[config.mk]
export PLATFORM = sky130hd
export DESIGN_NAME = sbus_frame_receiver_unit
export DESIGN_NICKNAME = d
export VERILOG_FILES = /design/src/sv/sfr_pkg.sv /design/src/sv/sfr_datapath.sv /design/src/sv/sfr_ctrl.sv /design/src/sv/sbus_frame_receiver_unit.sv
export SDC_FILE = /design/constraint.sdc
export NUM_CORES = 1
export LEC_CHECK = 0
export ABC_AREA = 0
export BUFFER_PORTS_ARGS = -buffer_cell sky130_fd_sc_hd__buf_2
export CAP_MARGIN = 10
export CORE_UTILIZATION = 55
export CTS_CLUSTER_DIAMETER = 50
export DETAILED_ROUTE_END_ITERATION = 8
export GPL_TIMING_DRIVEN = 0
export PLACE_DENSITY = 0.72
export SLEW_MARGIN = 0
export SYNTH_ARGS = -nofsm -noshare
export SYNTH_HDL_FRONTEND = slang
export SYNTH_SLANG_ARGS = --single-unit
[constraint.sdc]
create_clock -name i_clk -period 10.62 [get_ports i_clk]
set_input_delay 1.593 -clock i_clk [delete_from_list [all_inputs] [get_ports i_clk]]
set_output_delay 1.593 -clock i_clk [all_outputs]
set_load 0.1 [all_outputs]
[src/sv/sfr_pkg.sv]
package sfr_pkg;

    localparam int FRAME_BYTES  = 25;
    localparam int DATA_BYTES   = 22;
    localparam int BYTE_W       = 8;
    localparam int CHAN_BITS    = 11;
    localparam int NUM_CHANNELS = 16;
    localparam int POS_W        = $clog2(FRAME_BYTES);
    localparam int CHAN_IDX_W   = $clog2(NUM_CHANNELS);
    localparam int BITS_W       = DATA_BYTES * BYTE_W;
    localparam int CFG_IDX_W    = 1;
    localparam int OUT_TDATA_W  = ((CHAN_IDX_W + CHAN_BITS + 7) / 8) * 8;

    localparam logic [BYTE_W-1:0] HEADER_RESET = 8'h0F;
    localparam logic [BYTE_W-1:0] FOOTER_RESET = 8'h00;

    localparam logic [CFG_IDX_W-1:0] REG_HEADER = 1'b0;
    localparam logic [CFG_IDX_W-1:0] REG_FOOTER = 1'b1;

    typedef enum logic [2:0] {
        ST_IDLE    = 3'b001,
        ST_COLLECT = 3'b010,
        ST_EMIT    = 3'b100
    } t_state;

    typedef struct packed {
        logic shift_byte;
        logic shift_chan;
    } t_dp_cmd;

    typedef struct packed {
        logic hdr_match;
        logic ftr_match;
    } t_dp_sts;

endpackage

[src/sv/sfr_datapath.sv]
module sfr_datapath (
    input  logic                                i_clk,
    input  logic                                i_rst_n,
    input  logic                                i_cfg_we,
    input  logic [sfr_pkg::CFG_IDX_W-1:0]       i_cfg_idx,
    input  logic [sfr_pkg::BYTE_W-1:0]          i_cfg_wdata,
    input  logic [sfr_pkg::BYTE_W-1:0]          i_byte,
    input  sfr_pkg::t_dp_cmd                    i_cmd,
    output sfr_pkg::t_dp_sts                    o_sts,
    output logic [sfr_pkg::CHAN_BITS-1:0]       o_chan_value
);
    import sfr_pkg::*;

    logic [BYTE_W-1:0] r_header;
    logic [BYTE_W-1:0] r_footer;
    logic [BITS_W-1:0] r_bits;
    logic [BITS_W-1:0] n_bits;

    always_ff @(posedge i_clk) begin
        if (!i_rst_n) begin
            r_header <= HEADER_RESET;
            r_footer <= FOOTER_RESET;
        end else if (i_cfg_we) begin
            case (i_cfg_idx)
                REG_HEADER: r_header <= i_cfg_wdata;
                REG_FOOTER: r_footer <= i_cfg_wdata;
                default: begin
                end
            endcase
        end
    end

    // data bytes enter at the top, channels leave at the bottom
    always_comb begin
        n_bits = r_bits;
        if (i_cmd.shift_byte) begin
            n_bits = {i_byte, r_bits[BITS_W-1:BYTE_W]};
        end else if (i_cmd.shift_chan) begin
            n_bits = {CHAN_BITS'(0), r_bits[BITS_W-1:CHAN_BITS]};
        end
    end

    always_ff @(posedge i_clk) begin
        r_bits <= n_bits;
    end

    assign o_sts.hdr_match = (i_byte == r_header);
    assign o_sts.ftr_match = (i_byte == r_footer);
    assign o_chan_value    = r_bits[CHAN_BITS-1:0];

endmodule

[src/sv/sfr_ctrl.sv]
module sfr_ctrl (
    input  logic                                i_clk,
    input  logic                                i_rst_n,
    input  logic                                i_in_valid,
    output logic                                o_in_ready,
    output logic                                o_out_valid,
    input  logic                                i_out_ready,
    output logic [sfr_pkg::CHAN_IDX_W-1:0]      o_chan_index,
    output logic                                o_last,
    input  sfr_pkg::t_dp_sts                    i_sts,
    output sfr_pkg::t_dp_cmd                    o_cmd
);
    import sfr_pkg::*;

    t_state                r_state;
    t_state                n_state;
    logic [POS_W-1:0]      r_pos;
    logic [POS_W-1:0]      n_pos;
    logic [CHAN_IDX_W-1:0] r_chan;
    logic [CHAN_IDX_W-1:0] n_chan;
    logic                  in_acc;
    logic                  out_acc;

    assign o_in_ready   = (r_state == ST_IDLE) || (r_state == ST_COLLECT);
    assign o_out_valid  = (r_state == ST_EMIT);
    assign o_chan_index = r_chan;
    assign o_last       = (r_chan == CHAN_IDX_W'(NUM_CHANNELS - 1));
    assign in_acc       = i_in_valid && o_in_ready;
    assign out_acc      = o_out_valid && i_out_ready;

    always_comb begin
        n_state          = r_state;
        n_pos            = r_pos;
        n_chan           = r_chan;
        o_cmd.shift_byte = 1'b0;
        o_cmd.shift_chan = 1'b0;
        case (r_state)
            ST_IDLE: begin
                if (in_acc && i_sts.hdr_match) begin
                    n_state = ST_COLLECT;
                    n_pos   = POS_W'(1);
                end
            end
            ST_COLLECT: begin
                if (in_acc) begin
                    o_cmd.shift_byte = (r_pos inside {[POS_W'(1):POS_W'(DATA_BYTES)]});
                    if (r_pos == POS_W'(FRAME_BYTES - 1)) begin
                        n_pos   = '0;
                        n_chan  = '0;
                        n_state = i_sts.ftr_match ? ST_EMIT : ST_IDLE;
                    end else begin
                        n_pos = r_pos + POS_W'(1);
                    end
                end
            end
            ST_EMIT: begin
                if (out_acc) begin
                    o_cmd.shift_chan = 1'b1;
                    n_chan           = r_chan + CHAN_IDX_W'(1);
                    if (o_last) begin
                        n_state = ST_IDLE;
                    end
                end
            end
            default: begin
                n_state = ST_IDLE;
            end
        endcase
    end

    always_ff @(posedge i_clk) begin
        if (!i_rst_n) begin
            r_state <= ST_IDLE;
            r_pos   <= '0;
            r_chan  <= '0;
        end else begin
            r_state <= n_state;
            r_pos   <= n_pos;
            r_chan  <= n_chan;
        end
    end

endmodule

[src/sv/sbus_frame_receiver_unit.sv]
// S.BUS frame receiver for 16 proportional channels. Received bytes come in on the s_axis side,
// one transaction per byte. Bytes are dropped until one equals the header register; the next
// 24 bytes complete the frame. If the final byte equals the footer register, the block sends
// 16 transactions on the m_axis side, channel 0 to 15, each holding the channel number and its
// 11-bit value unpacked LSB-first from data bytes 1 to 22; tlast marks channel 15. A bad footer
// drops the frame without output. A header value inside a frame is ordinary data. Input bytes
// are taken one per cycle while idle or collecting. After a good frame, input stalls for the
// 16 output transactions, one per cycle while m_axis_tready is high, since the channels are
// shifted out of one 176-bit data register 11 bits at a time. The flags byte is not decoded.
// Configuration writes must happen while no frame is in progress.
module sbus_frame_receiver_unit (
    input  logic                                i_clk,
    input  logic                                i_rst_n,
    input  logic                                i_cfg_we,
    input  logic [sfr_pkg::CFG_IDX_W-1:0]       i_cfg_idx,
    input  logic [sfr_pkg::BYTE_W-1:0]          i_cfg_wdata,
    input  logic                                s_axis_tvalid,
    output logic                                s_axis_tready,
    input  logic [sfr_pkg::BYTE_W-1:0]          s_axis_tdata,  // data_byte
    output logic                                m_axis_tvalid,
    input  logic                                m_axis_tready,
    output logic [sfr_pkg::OUT_TDATA_W-1:0]     m_axis_tdata,  // channel_index, channel_value, pad
    output logic                                m_axis_tlast   // last_channel
);
    import sfr_pkg::*;

    t_dp_cmd               dp_cmd;
    t_dp_sts               dp_sts;
    logic [CHAN_BITS-1:0]  chan_value;
    logic [CHAN_IDX_W-1:0] chan_index;

    sfr_ctrl u_ctrl (
        .i_clk        (i_clk),
        .i_rst_n      (i_rst_n),
        .i_in_valid   (s_axis_tvalid),
        .o_in_ready   (s_axis_tready),
        .o_out_valid  (m_axis_tvalid),
        .i_out_ready  (m_axis_tready),
        .o_chan_index (chan_index),
        .o_last       (m_axis_tlast),
        .i_sts        (dp_sts),
        .o_cmd        (dp_cmd)
    );

    sfr_datapath u_datapath (
        .i_clk        (i_clk),
        .i_rst_n      (i_rst_n),
        .i_cfg_we     (i_cfg_we),
        .i_cfg_idx    (i_cfg_idx),
        .i_cfg_wdata  (i_cfg_wdata),
        .i_byte       (s_axis_tdata),
        .i_cmd        (dp_cmd),
        .o_sts        (dp_sts),
        .o_chan_value (chan_value)
    );

    assign m_axis_tdata = {(OUT_TDATA_W - CHAN_BITS - CHAN_IDX_W)'(0), chan_value, chan_index};

endmodule

Word level (Yosys, flattened, before mapping). Index checks and enable logic that the tools add are counted.

Register bits after elaboration: 204.

$add $sub $neg: 2. Order comparisons: 2. Equality and inequality tests: 12. Multiplexer cells: 21. Bitwise gates (word level): 1. Reduce and logical (&&, ||, !) cells: 13.

Operators by type and width (count): 2-to-1 mux 176 bit (2); 2-to-1 mux 3 bit (6); equality test 8 bit (2); 2-to-1 mux 5 bit (3); 2-to-1 mux 4 bit (3); case mux 5 bit (2 select lines) (1); case mux 3 bit (3 select lines) (1); inequality test 2 bit, second input constant (4); case mux 4 bit (2 select lines) (1); nonzero test 2 bit (3); adder 5 x 1 -> 5 bit, second input constant (1); equality test 5 bit, second input constant (1); >= comparator 5 x 1 -> 1 bit, second input constant (1); less-or-equal comparator 5 bit, second input constant (1); AND reduction 5 bit (1); adder 4 x 1 -> 4 bit, second input constant (1); equality test 4 bit, second input constant (1); logical AND 1 bit (4); 2-to-1 mux 1 bit (4); AND reduction 2 bit (2); AND reduction 4 bit (1); equality test 3 x 1 -> 1 bit, second input constant (1); equality test 3 x 2 -> 1 bit, second input constant (1); equality test 3 bit, second input constant (1); other kinds (4) (4).

Logic depth before layout (Yosys ltp). Gate-level depths: netlist (run 1).

Depth after elaboration: 6. Depth in mapped cells: 9.

Cells and area by module. A second synthesis (run 1) with hierarchy kept.

Cells, all modules: 572. Area, all modules: 9482.8 µm².

By module, submodules not included: sfr_datapath (times used 1, cells an instance 478, area an instance 8647.0 µm², sequential area each 5605.4 µm²); sfr_ctrl (times used 1, cells an instance 92, area an instance 824.5 µm², sequential area each 240.2 µm²); sbus_frame_receiver_unit (times used 1, cells an instance 2, area an instance 11.3 µm², sequential area each 0.0 µm²).

Least setup slack after synthesis (run 1). Ideal clock, no wire load.

Path kind: in2reg. From: input s_axis_tvalid. To: register u_datapath.r_bits[0], enable pin. Library setup time: 544 ps. Data arrival time: 6304 ps. Required time: 10076 ps. Setup slack: 3772 ps. Stages on the path: 6. Path through: and4bb_2 -> o311ai_4 -> buf_4 -> buf_6 -> buf_4 -> nand2_1.

Cells in the longest elaborated chain, start to end: 4.

Ends and longest elaborated chain: start: declaration (RTL line sbus_frame_receiver_unit.sv:17) `input logic s_axis_tvalid,`; logical AND 1 bit (RTL line sfr_ctrl.sv:28) `assign in_acc = i_in_valid && o_in_ready;`; 2-to-1 mux 1 bit (RTL line sfr_ctrl.sv:45) `if (in_acc) begin`; 2-to-1 mux 1 bit (RTL line sfr_ctrl.sv:37) `case (r_state)`; nonzero test 2 bit (no line); end signal: assignment (RTL line sfr_datapath.sv:44) `r_bits <= n_bits;`; end: declaration (RTL line sfr_datapath.sv:16) `logic [BITS_W-1:0] r_bits;`.

No other way between the ends. A chain may end at the register's enable or synchronous reset.

Final worst setup path (run 1).
From: register u_ctrl.r_state[2]. To: output m_axis_tvalid.

Cells in the longest elaborated chain, start to end: 1.

Ends and longest elaborated chain: start: declaration (RTL line sfr_ctrl.sv:15) `t_state r_state;`; start signal: assignment (RTL line sfr_ctrl.sv:77) `r_state <= n_state;`; equality test 3 bit (RTL line sfr_ctrl.sv:25) `assign o_out_valid = (r_state == ST_EMIT);`; end: declaration (RTL line sbus_frame_receiver_unit.sv:20) `output logic m_axis_tvalid,`.

No other way between the ends.

==> results of run 1 <==
[per-stage QoR]
step	cells	worst slack [ns]	util	hold WS [ns]
CTS	885	6.75	0.644	0.470
global placement	842	1.98	0.595	0.456
global route	885	6.67	0.644	0.495
floorplan	588	3.77	-	0.449
finish	885	6.75	0.644	0.469
detailed placement	844	6.59	0.599	0.462
[cell families after synthesis]
logic type                 Yosys count  synth area share
AOI/OAI and AO/OA                   42            0.0312
xor gates and xnor gates            17            0.0164
adders and majority gates            5           0.00690
buffers and inverters               58            0.0413
DFF                                204             0.645
muxes                              165             0.205
other                                1          0.000414
and+or+nand+nor                     96            0.0537
[layout make-up]
type / instances / area, um2 / share of cell area
plain buffers: 42 / 314 / 0.0305
clock buffers: 34 / 651 / 0.0631
clock inverters: 7 / 67.6 / 0.00656
inverters: 16 / 60.1 / 0.00583
multi-input cells: 326 / 2850 / 0.277
flip-flops and latches: 204 / 5850 / 0.567
well taps: 216 / 270 / 0.0262
repair buffers: 40 / 245 / 0.0238
[sequential cells by signal (all words and copies together) (netlist names)]
name / cells
u_datapath.r_bits: 176
u_datapath.r_footer: 8
u_ctrl.r_pos: 5
u_ctrl.o_chan_index: 4
u_ctrl.r_state: 3
u_datapath.r_header: 8
[worst min-delay path, delay by kind of cell (launching register included)]
family           cells  cell delay (ns)
flip-flops           1             0.32
AND/OR/NAND/NOR      1             0.05
AO/OA/AOI/OAI        1             0.05
[per-layer routing]
layer	vias to the layer above	track usage	wire length, um
li1	2338	-	-
met1	2406	0.227	6560
met2	78	0.293	7050
met3	20	0.0316	496
met4	0	0.0636	267
met5	-	0	0
[path summary, 6_finish.rpt]
| kind | startpoint | to | slack (ns) | cells after the start |
|---|---|---|---|---|
| hold reg to reg | u_datapath.r_footer[2]$_SDFFE_PN0P_ | u_datapath.r_footer[2]$_SDFFE_PN0P_ | 0.47 | 2 |
| setup reg to reg | u_ctrl.r_pos[1]$_SDFFE_PN0P_ | u_datapath.r_bits[78]$_DFFE_PP_ | 7.27 | 9 |
| hold / removal | u_datapath.r_footer[2]$_SDFFE_PN0P_ | u_datapath.r_footer[2]$_SDFFE_PN0P_ | 0.47 | 2 |
| setup / recovery | u_ctrl.r_state[2]$_SDFFE_PN0P_ | m_axis_tvalid | 6.75 | 4 |
[placed cells by master, fill, tap and decap left out, drive strengths merged, types with 3 or more instances in the layout]
cell type / n
a31oi: 3
mux2: 165
buf: 73
edfxtp: 176
nor2: 17
dfxtp: 28
clkinv: 3
nand4: 4
clkbuf: 43
ha: 5
xnor2: 17
nand2: 34
a21oi: 20
nand3: 17
o21ai: 6
nand2b: 3
inv: 19
or3b: 3
[power breakdown]
group / leakage, uW / internal [uW] / switching (uW)
Sequential: 0.00182 / 861 / 2.24
Combinational: 0.00150 / 10.8 / 15.8
Clock: 0.000357 / 450 / 292
Total: 0.00368 / 1320 / 310
==> results.py, run 1 <==
metrics = {
    "global_routing": {
        "grt_usage": 0.174,
        "grt_pass1_vias": 4854,
        "grt_start_max_net_pins": 76,
        "antenna_found_initial": 0,
        "grt.overflow.total": 0,
        "grt_pass1_wl_um": 23200,
    },
    "critical_path": {
        "path_cells": "clkbuf_1, or3b_2, inv_1, buf_2",
        "cpLargestDelayFamily": "buffers and inverters",
        "path_class": "flop to primary output",
        "crit_slowest_cell": "or3b_2",
        "critPathCaptureType": "primary output",
        "start_kind": "flop",
        "critical-path-max-stage-delay_ns": 0.49,
        "critPathMaxFanout": 10,
        "worst_ep_arrival_time_ns": 2.27,
        "crit_required_ns": 9.03,
        "path_buf_inv": 3,
    },
    "synth": {
        "synth-main-ff-cell": "edfxtp_1",
        "synth_area_leaders": "edfxtp_1, mux2_1, dfxtp_1",
        "synth_edf_count": 176,
        "synthArstFlopShare": 0,
        "synth.distinct_cells": 45,
        "yosys_warnings": 0,
        "synth_top_area_share": 0.583,
        "ys_top_cells_by_count": "edfxtp_1, mux2_1, mux2_2, nand2_1, dfxtp_1",
        "synth.most_common_cell": "edfxtp_1",
        "synth_top_cell_by_area": "edfxtp_1",
        "syn_area_um2": 9060,
        "yosysSeqAreaShare": 0.645,
        "syn_avg_cell_area_um2": 15.4,
        "synth_seq_cells": 204,
        "synthesis.nets": 615,
        "syn_inst": 588,
    },
    "clocking": {
        "post_cts_buffers": 0,
        "holdBufCountCts": 0,
        "cts_buffers": 23,
        "ctsResizeCount": 0,
        "cts_buffer_depth": 3,
        "cts_tree": "built",
        "h-tree-depth": 1,
        "clockRootBuffer": "clkbuf_16",
        "cts.sinks": 204,
        "cts.clk_slew.worst_paths_ns": 0.06,
        "clk_latency_ns": 0.50,
    },
    "floorplan": {
        "core_um2": 16000,
        "die_h_um": 130,
        "dieArea_um2": 17000,
        "die-width_um": 130,
        "initial_core_util": 0.566,
        "io-pin-count": 41,
        "row_count": 46,
    },
    "place": {
        "place_congestion": 0.828,
        "io_buffers": 38,
        "hpwl_um": 9590,
        "placed_cell_area_um2": 9590,
    },
    "pwr": {
        "power_density_nw_per_um2": 158,
        "p_leak_uw": 0.00368,
        "report.power.total_uw": 1630,
        "ir_drop_mv": 0.0986,
    },
    "sta": {
        "fin_setup_tns_ns": 0,
        "drv_slew": 0,
        "slew_headroom": 0.630,
        "max_freq_mhz": 259,
        "timing.final.crit_share": 0.364,
        "clock_skew_ns": 0.0159,
        "hold_viol": 0,
        "setup_violations": 0,
        "tightest_slew_ns": 0.554,
        "layout_min_cycle_time_ns": 3.87,
        "rsz0062_at_grt": "no",
    },
    "route": {
        "dr_total_vias": 4842,
        "wl_per_cell_um": 16.2,
        "wirelength_um": 14400,
        "drt_iter0_drc": 235,
        "first_pass_iters": 4,
        "detail-route-antenna-nets": 0,
        "drc": 0,
        "avgViaCountPerCell": 5.47,
    },
    "final_layout": {
        "fin_nets": 680,
        "fillCellCount": 1184,
        "area_delta_synth_final_pct": 13.7,
        "drive_above_1_share": 0.238,
        "diodes": 0,
        "design_area_um2": 10300,
    },
    "hold_path": {
        "hold_path.class": "flop to flop",
    },
    "run": {
        "cap_violations": 0,
    },
    "run_status": {
        "status": "complete, no violations",
    },
}
Note: power is estimated with default switching activity, not from simulation.
==> run 2, diff against run 1 <==
==> constraint.sdc (replaced) <==
create_clock -name i_clk -period 4.02 [get_ports i_clk]
set_input_delay 0.603 -clock i_clk [delete_from_list [all_inputs] [get_ports i_clk]]
set_output_delay 0.603 -clock i_clk [all_outputs]
set_load 0.1 [all_outputs]
==> results.py, run 2 (synthesized netlist as in run 1, its figures left out) <==
metrics = {
    "final_layout": {
        "area_delta_synth_final_pct": 12.7,
        "largest_reg_flops": 176,
        "final_common_cell": "edfxtp_1",
        "final_util": 0.638,
        "regMostFlops": "u_datapath.r_bits",
        "fillCellCount": 1167,
        "design_area_um2": 10200,
        "reg.largest.list": "u_datapath.r_bits: 176 flops, u_datapath.r_footer: 8 flops, u_datapath.r_header: 8 flops",
        "drive_above_1_share": 0.233,
        "fin_nets": 678,
        "layout_common_cells": "edfxtp_1, mux2_1, mux2_2, buf_2, nand2_1",
        "diodes": 0,
    },
    "critical_path": {
        "critPathMaxFanout": 103,
        "worst_ep_arrival_time_ns": 3.64,
        "rr_endpoint": "u_datapath.r_bits[56]$_DFFE_PP_",
        "ff2ff_path_depth": 9,
        "r2r-start": "u_ctrl.r_pos[1]$_SDFFE_PN0P_",
        "path_class": "flop to flop",
        "critPathCaptureType": "flop",
        "start_kind": "flop",
        "rrSetupSlack_ns": 0.55,
        "crit_required_ns": 4.19,
    },
    "route": {
        "first_pass_iters": 4,
        "drt_iter0_drc": 293,
        "detail-route-antenna-nets": 0,
        "avgViaCountPerCell": 5.47,
        "wirelength_um": 14300,
        "wl_per_cell_um": 16.4,
        "drc": 0,
        "dr_total_vias": 4799,
    },
    "pwr": {
        "p_comb_frac": 0.017,
        "p_leak_uw": 0.00364,
        "switchingPower_uw": 791,
        "ir_drop_mv": 0.284,
        "sequentialPowerShare": 0.544,
        "power.internal_uw": 3400,
        "power_density_nw_per_um2": 410,
        "p_clk_frac": 0.439,
        "switching_share": 0.189,
        "report.power.total_uw": 4190,
    },
    "global_routing": {
        "grt_pass1_vias": 4744,
        "grt.overflow.total": 0,
        "grt_start_max_net_pins": 104,
        "grt_pass1_wl_um": 23600,
        "antenna_found_initial": 0,
        "grt_usage": 0.176,
    },
    "place": {
        "io_buffers": 38,
        "pre_cts_ws_ns": 0.553,
        "place_congestion": 0.812,
        "hpwl_um": 9570,
        "placed_cell_area_um2": 9570,
    },
    "sta": {
        "slew_headroom": 0.593,
        "max_freq_mhz": 288,
        "drv_slew": 0,
        "setup_violations": 0,
        "clock_skew_ns": 0.0168,
        "rsz0062_at_grt": "no",
        "layout_min_cycle_time_ns": 3.47,
        "fin_setup_tns_ns": 0,
        "timing.final.crit_share": 0.864,
        "hold_viol": 0,
        "setup_slack_ns": 0.545,
        "tightest_slew_ns": 0.609,
    },
    "floorplan": {
        "row_count": 46,
        "initial_core_util": 0.566,
        "die-width_um": 130,
        "io-pin-count": 41,
        "core_um2": 16000,
        "dieArea_um2": 17000,
        "die_h_um": 130,
    },
    "clocking": {
        "h-tree-depth": 1,
        "clk_latency_ns": 0.49,
        "cts_buffers": 22,
        "clockRootBuffer": "clkbuf_16",
        "cts.clk_slew.worst_paths_ns": 0.06,
        "holdBufCountCts": 0,
        "post_cts_buffers": 0,
        "ctsResizeCount": 0,
        "cts.sinks": 204,
        "cts_buffer_depth": 3,
        "cts_tree": "built",
    },
    "run_status": {
        "status": "complete, no violations",
    },
    "run": {
        "cap_violations": 0,
    },
    "hold_path": {
        "hold_path.class": "input port to flop",
        "min_to": "u_datapath.r_header[2]$_SDFFE_PN1P_",
        "hold_start": "i_cfg_wdata[2]",
        "holdPathStages": 3,
    },
}
## run 2: cell count changes in the layout (fill, tap and decap cells not counted)
| cell | before | now |
|---|---|---|
| inv_6 | 2 | 0 |
| nand2_8 | 0 | 1 |
| clkbuf_2 | 2 | 0 |
| clkbuf_8 | 1 | 0 |
| clkbuf_16 | 24 | 23 |
| nand2_4 | 1 | 0 |
| buf_16 | 2 | 1 |
| inv_4 | 1 | 0 |
| clkinv_2 | 2 | 5 |
| clkbuf_1 | 16 | 13 |
## run 2: worst max-delay path, cell delays in order, from the launching register on
cell	delay, ns
dfxtp_1	0.50
inv_1	0.11
ha_1	0.20
or4_1	0.45
o311ai_4	0.42
buf_4	0.29
buf_6	0.17
buf_4	0.20
nand2_8	0.33
buf_16	0.41
## run 2: area by class of cell
class,count,area [um2],area share
clock inverter,7,58.8,0.00576
buffer,42,314,0.0307
multi-input combinational,326,2860,0.280
clock buffer,27,591,0.0578
sequential,204,5850,0.572
tap,216,270,0.0265
inverter,16,60.1,0.00588
timing repair buffer,39,218,0.0213
## run 2: power groups by stage
stage / registers [uW] / logic [uW] / clock network, uW
after floorplan: 2320 / 44.5 / 0
after global placement: 2320 / 67.2 / 0
after detailed placement: 2320 / 70.0 / 0
after CTS: 2280 / 71.1 / 1880
after global routing: 2280 / 77.6 / 1960
final: 2280 / 71.4 / 1840
## run 2: worst max-delay path by stage
| stage | depth (start not counted) | startpoint | slack (ns) | end |
|---|---|---|---|---|
| after floorplan | 8 | u_ctrl.r_pos[1]$_SDFFE_PN0P_ | 0.56 | u_datapath.r_bits[0]$_DFFE_PP_ |
| after global placement | 8 | u_ctrl.r_pos[1]$_SDFFE_PN0P_ | -0.17 | u_datapath.r_bits[73]$_DFFE_PP_ |
| after detailed placement | 9 | u_ctrl.r_pos[1]$_SDFFE_PN0P_ | 0.55 | u_datapath.r_bits[70]$_DFFE_PP_ |
| after CTS | 9 | u_ctrl.r_pos[1]$_SDFFE_PN0P_ | 0.53 | u_datapath.r_bits[70]$_DFFE_PP_ |
| after global routing | 9 | u_ctrl.r_pos[1]$_SDFFE_PN0P_ | 0.35 | u_datapath.r_bits[70]$_DFFE_PP_ |
| final | 9 | u_ctrl.r_pos[1]$_SDFFE_PN0P_ | 0.55 | u_datapath.r_bits[56]$_DFFE_PP_ |
## run 2: per-layer routing
layer / vias up / global-route usage / share of wire
li1: 2316 / - / -
met4: 0 / 0.0568 / 0.020
met5: - / 0 / 0
met2: 73 / 0.291 / 0.49
met3: 22 / 0.0308 / 0.037
met1: 2388 / 0.238 / 0.45
## run 2: stage by stage
step / hold slack [ns] / cells
detailed placement: 0.462 / 843
global placement: 0.456 / 842
CTS: 0.332 / 877
floorplan: 0.449 / 588
finish: 0.342 / 877
global route: 0.348 / 877
==> run 3, diff against run 2 <==
--- a/config.mk
+++ b/config.mk
@@ -8,11 +8,11 @@
 export ABC_AREA = 0
 export BUFFER_PORTS_ARGS = -buffer_cell sky130_fd_sc_hd__buf_2
 export CAP_MARGIN = 10
-export CORE_UTILIZATION = 55
+export CORE_UTILIZATION = 45
 export CTS_CLUSTER_DIAMETER = 50
 export DETAILED_ROUTE_END_ITERATION = 8
 export GPL_TIMING_DRIVEN = 0
-export PLACE_DENSITY = 0.72
+export PLACE_DENSITY = 0.61
 export SLEW_MARGIN = 0
 export SYNTH_ARGS = -nofsm -noshare
 export SYNTH_HDL_FRONTEND = slang
==> constraint.sdc (replaced) <==
create_clock -name i_clk -period 3.53 [get_ports i_clk]
set_input_delay 0.5295 -clock i_clk [delete_from_list [all_inputs] [get_ports i_clk]]
set_output_delay 0.5295 -clock i_clk [all_outputs]
set_load 0.1 [all_outputs]
==> results.py, run 3 (synthesized netlist as in run 1, its figures left out) <==
metrics = {
    "run_status": {
        "status": "complete, no violations",
    },
    "floorplan": {
        "die-width_um": 144,
        "io-pin-count": 41,
        "dieArea_um2": 20700,
        "initial_core_util": 0.463,
        "row_count": 51,
        "core_um2": 19600,
        "die_h_um": 144,
    },
    "clocking": {
        "cts_buffers": 24,
        "cts.sinks": 204,
        "cts_tree": "built",
        "ctsResizeCount": 0,
        "clockRootBuffer": "clkbuf_16",
        "post_cts_buffers": 0,
        "h-tree-depth": 1,
        "cts.clk_slew.worst_paths_ns": 0.06,
        "cts_buffer_depth": 3,
        "clk_latency_ns": 0.50,
    },
    "final_layout": {
        "design_area_um2": 10400,
        "reg.largest.list": "u_datapath.r_bits: 176 flops, u_datapath.r_footer: 8 flops, u_datapath.r_header: 8 flops",
        "drive_above_1_share": 0.234,
        "layout_common_cells": "edfxtp_1, mux2_1, mux2_2, buf_2, nand2_1",
        "diodes": 0,
        "regMostFlops": "u_datapath.r_bits",
        "largest_reg_flops": 176,
        "fin_nets": 682,
        "area_delta_synth_final_pct": 14.4,
        "final_common_cell": "edfxtp_1",
    },
    "pwr": {
        "p_leak_uw": 0.00367,
        "p_comb_frac": 0.016,
        "report.power.total_uw": 4880,
        "power.internal_uw": 3910,
        "sequentialPowerShare": 0.532,
        "power_density_nw_per_um2": 471,
        "ir_drop_mv": 0.300,
        "switching_share": 0.199,
        "p_clk_frac": 0.452,
        "switchingPower_uw": 972,
    },
    "route": {
        "dr_total_vias": 4839,
        "wl_per_cell_um": 15.9,
        "drc": 0,
        "drt_iter0_drc": 309,
        "avgViaCountPerCell": 5.18,
        "first_pass_iters": 5,
        "detail-route-antenna-nets": 0,
        "wirelength_um": 14800,
    },
    "sta": {
        "slew_headroom": 0.622,
        "max_freq_mhz": 303,
        "setup_violations": 0,
        "clock_skew_ns": 0.0121,
        "drv_slew": 0,
        "layout_min_cycle_time_ns": 3.30,
        "hold_viol": 0,
        "tightest_slew_ns": 0.567,
        "timing.final.crit_share": 0.934,
    },
    "critical_path": {
        "path_cells": "inv_1, ha_1, or4_1, o311ai_4, buf_4, buf_6, buf_4, nand2_8, clkbuf_16",
        "crit_top_cell": "buf_4",
        "rrSetupSlack_ns": 0.23,
        "start_kind": "flop",
        "crit_required_ns": 3.76,
        "ff2ff_path_depth": 9,
        "r2r-start": "u_ctrl.r_pos[1]$_SDFFE_PN0P_",
        "rr_endpoint": "u_datapath.r_bits[0]$_DFFE_PP_",
        "critPathCaptureType": "flop",
        "path_class": "flop to flop",
        "critical-path-max-stage-delay_ns": 0.50,
        "critPathMaxFanout": 45,
        "worst_ep_arrival_time_ns": 3.53,
        "crit_slowest_cell": "dfxtp_1",
    },
    "hold_path": {
        "holdPathStages": 3,
        "hold_start": "i_cfg_wdata[1]",
        "hold_path.class": "input port to flop",
        "min_to": "u_datapath.r_header[1]$_SDFFE_PN1P_",
    },
    "place": {
        "place_congestion": 0.807,
        "io_buffers": 38,
        "placed_cell_area_um2": 9630,
        "hpwl_um": 9640,
    },
    "global_routing": {
        "grt.overflow.total": 0,
        "grt.met1_usage": 0.190,
        "grt_pass1_vias": 4744,
        "grt_usage": 0.147,
        "met2_usage": 0.250,
        "grt_start_max_net_pins": 90,
        "grt_pass1_wl_um": 24000,
        "antenna_found_initial": 0,
        "grtUsageMet3": 0.0283,
        "busiest_layer": "met2",
    },
    "run": {
        "cap_violations": 0,
    },
}
==> run 3: through the flow <==
stage	setup TNS, ns	instances	hold WS (ns)	setup WS, ns	util
4_1_cts	0	934	0.248	0.140	0.528
5_1_grt	-0.0107	935	0.257	-0.00240	0.529
2_1_floorplan	0	588	0.449	0.0689	-
3_5_place_dp	-1.71	892	0.463	-0.0228	0.491
3_3_place_gp	-127.62	891	0.457	-0.733	0.490
6_report	0	935	0.260	0.232	0.529
==> run 3: timing repair <==
action,in CTS,in global routing
pin swaps,1,0
gates cloned,1,1
hold buffers,0,0
setup endpoints to repair,89,89
==> run 3: critical path: cells and delay by family (launching register included) <==
kind                     cells  cell delay [ns]
adder cells (fa/ha/maj)      1             0.19
AND/OR/NAND/NOR              2             0.69
flip-flops                   1             0.50
AO/OA/AOI/OAI                1             0.43
buffers and inverters        5             1.16
==> run 3: area by class of cell <==
type                    count  area [um2]
clock buffers              29         641
fillers                  1624        9220
plain buffers              42         314
repair buffers             40         243
well taps                 265         332
flip-flops and latches    204        5850
inverters                  16        60.1
multi-input cells         327        2870
clock inverters            12        65.1
==> run 3: power groups by stage <==
stage,combinational (uW),sequential (uW),clock [uW]
2_1_floorplan,50.6,2650,0
3_3_place_gp,78.4,2650,0
3_5_place_dp,79.6,2650,0
4_1_cts,80.1,2600,2260
5_1_grt,88.6,2600,2350
6_report,79.9,2600,2200
==> run 3: worst max path at each step <==
stage	cells after the start	slack [ns]	end	start
5_1_grt	9	-0.002	u_datapath.r_bits[6]$_DFFE_PP_	u_ctrl.r_pos[1]$_SDFFE_PN0P_
3_5_place_dp	9	-0.02	u_datapath.r_bits[57]$_DFFE_PP_	u_ctrl.r_pos[1]$_SDFFE_PN0P_
4_1_cts	9	0.14	u_datapath.r_bits[57]$_DFFE_PP_	u_ctrl.r_pos[1]$_SDFFE_PN0P_
6_report	9	0.23	u_datapath.r_bits[0]$_DFFE_PP_	u_ctrl.r_pos[1]$_SDFFE_PN0P_
2_1_floorplan	8	0.07	u_datapath.r_bits[0]$_DFFE_PP_	u_ctrl.r_pos[1]$_SDFFE_PN0P_
3_3_place_gp	8	-0.73	u_datapath.r_bits[78]$_DFFE_PP_	u_ctrl.r_pos[1]$_SDFFE_PN0P_
==> run 3: routing by layer <==
layer	vias up	wire length, um
met2	90	7380
met4	0	322
met5	-	0
met3	32	513
li1	2331	-
met1	2386	6630
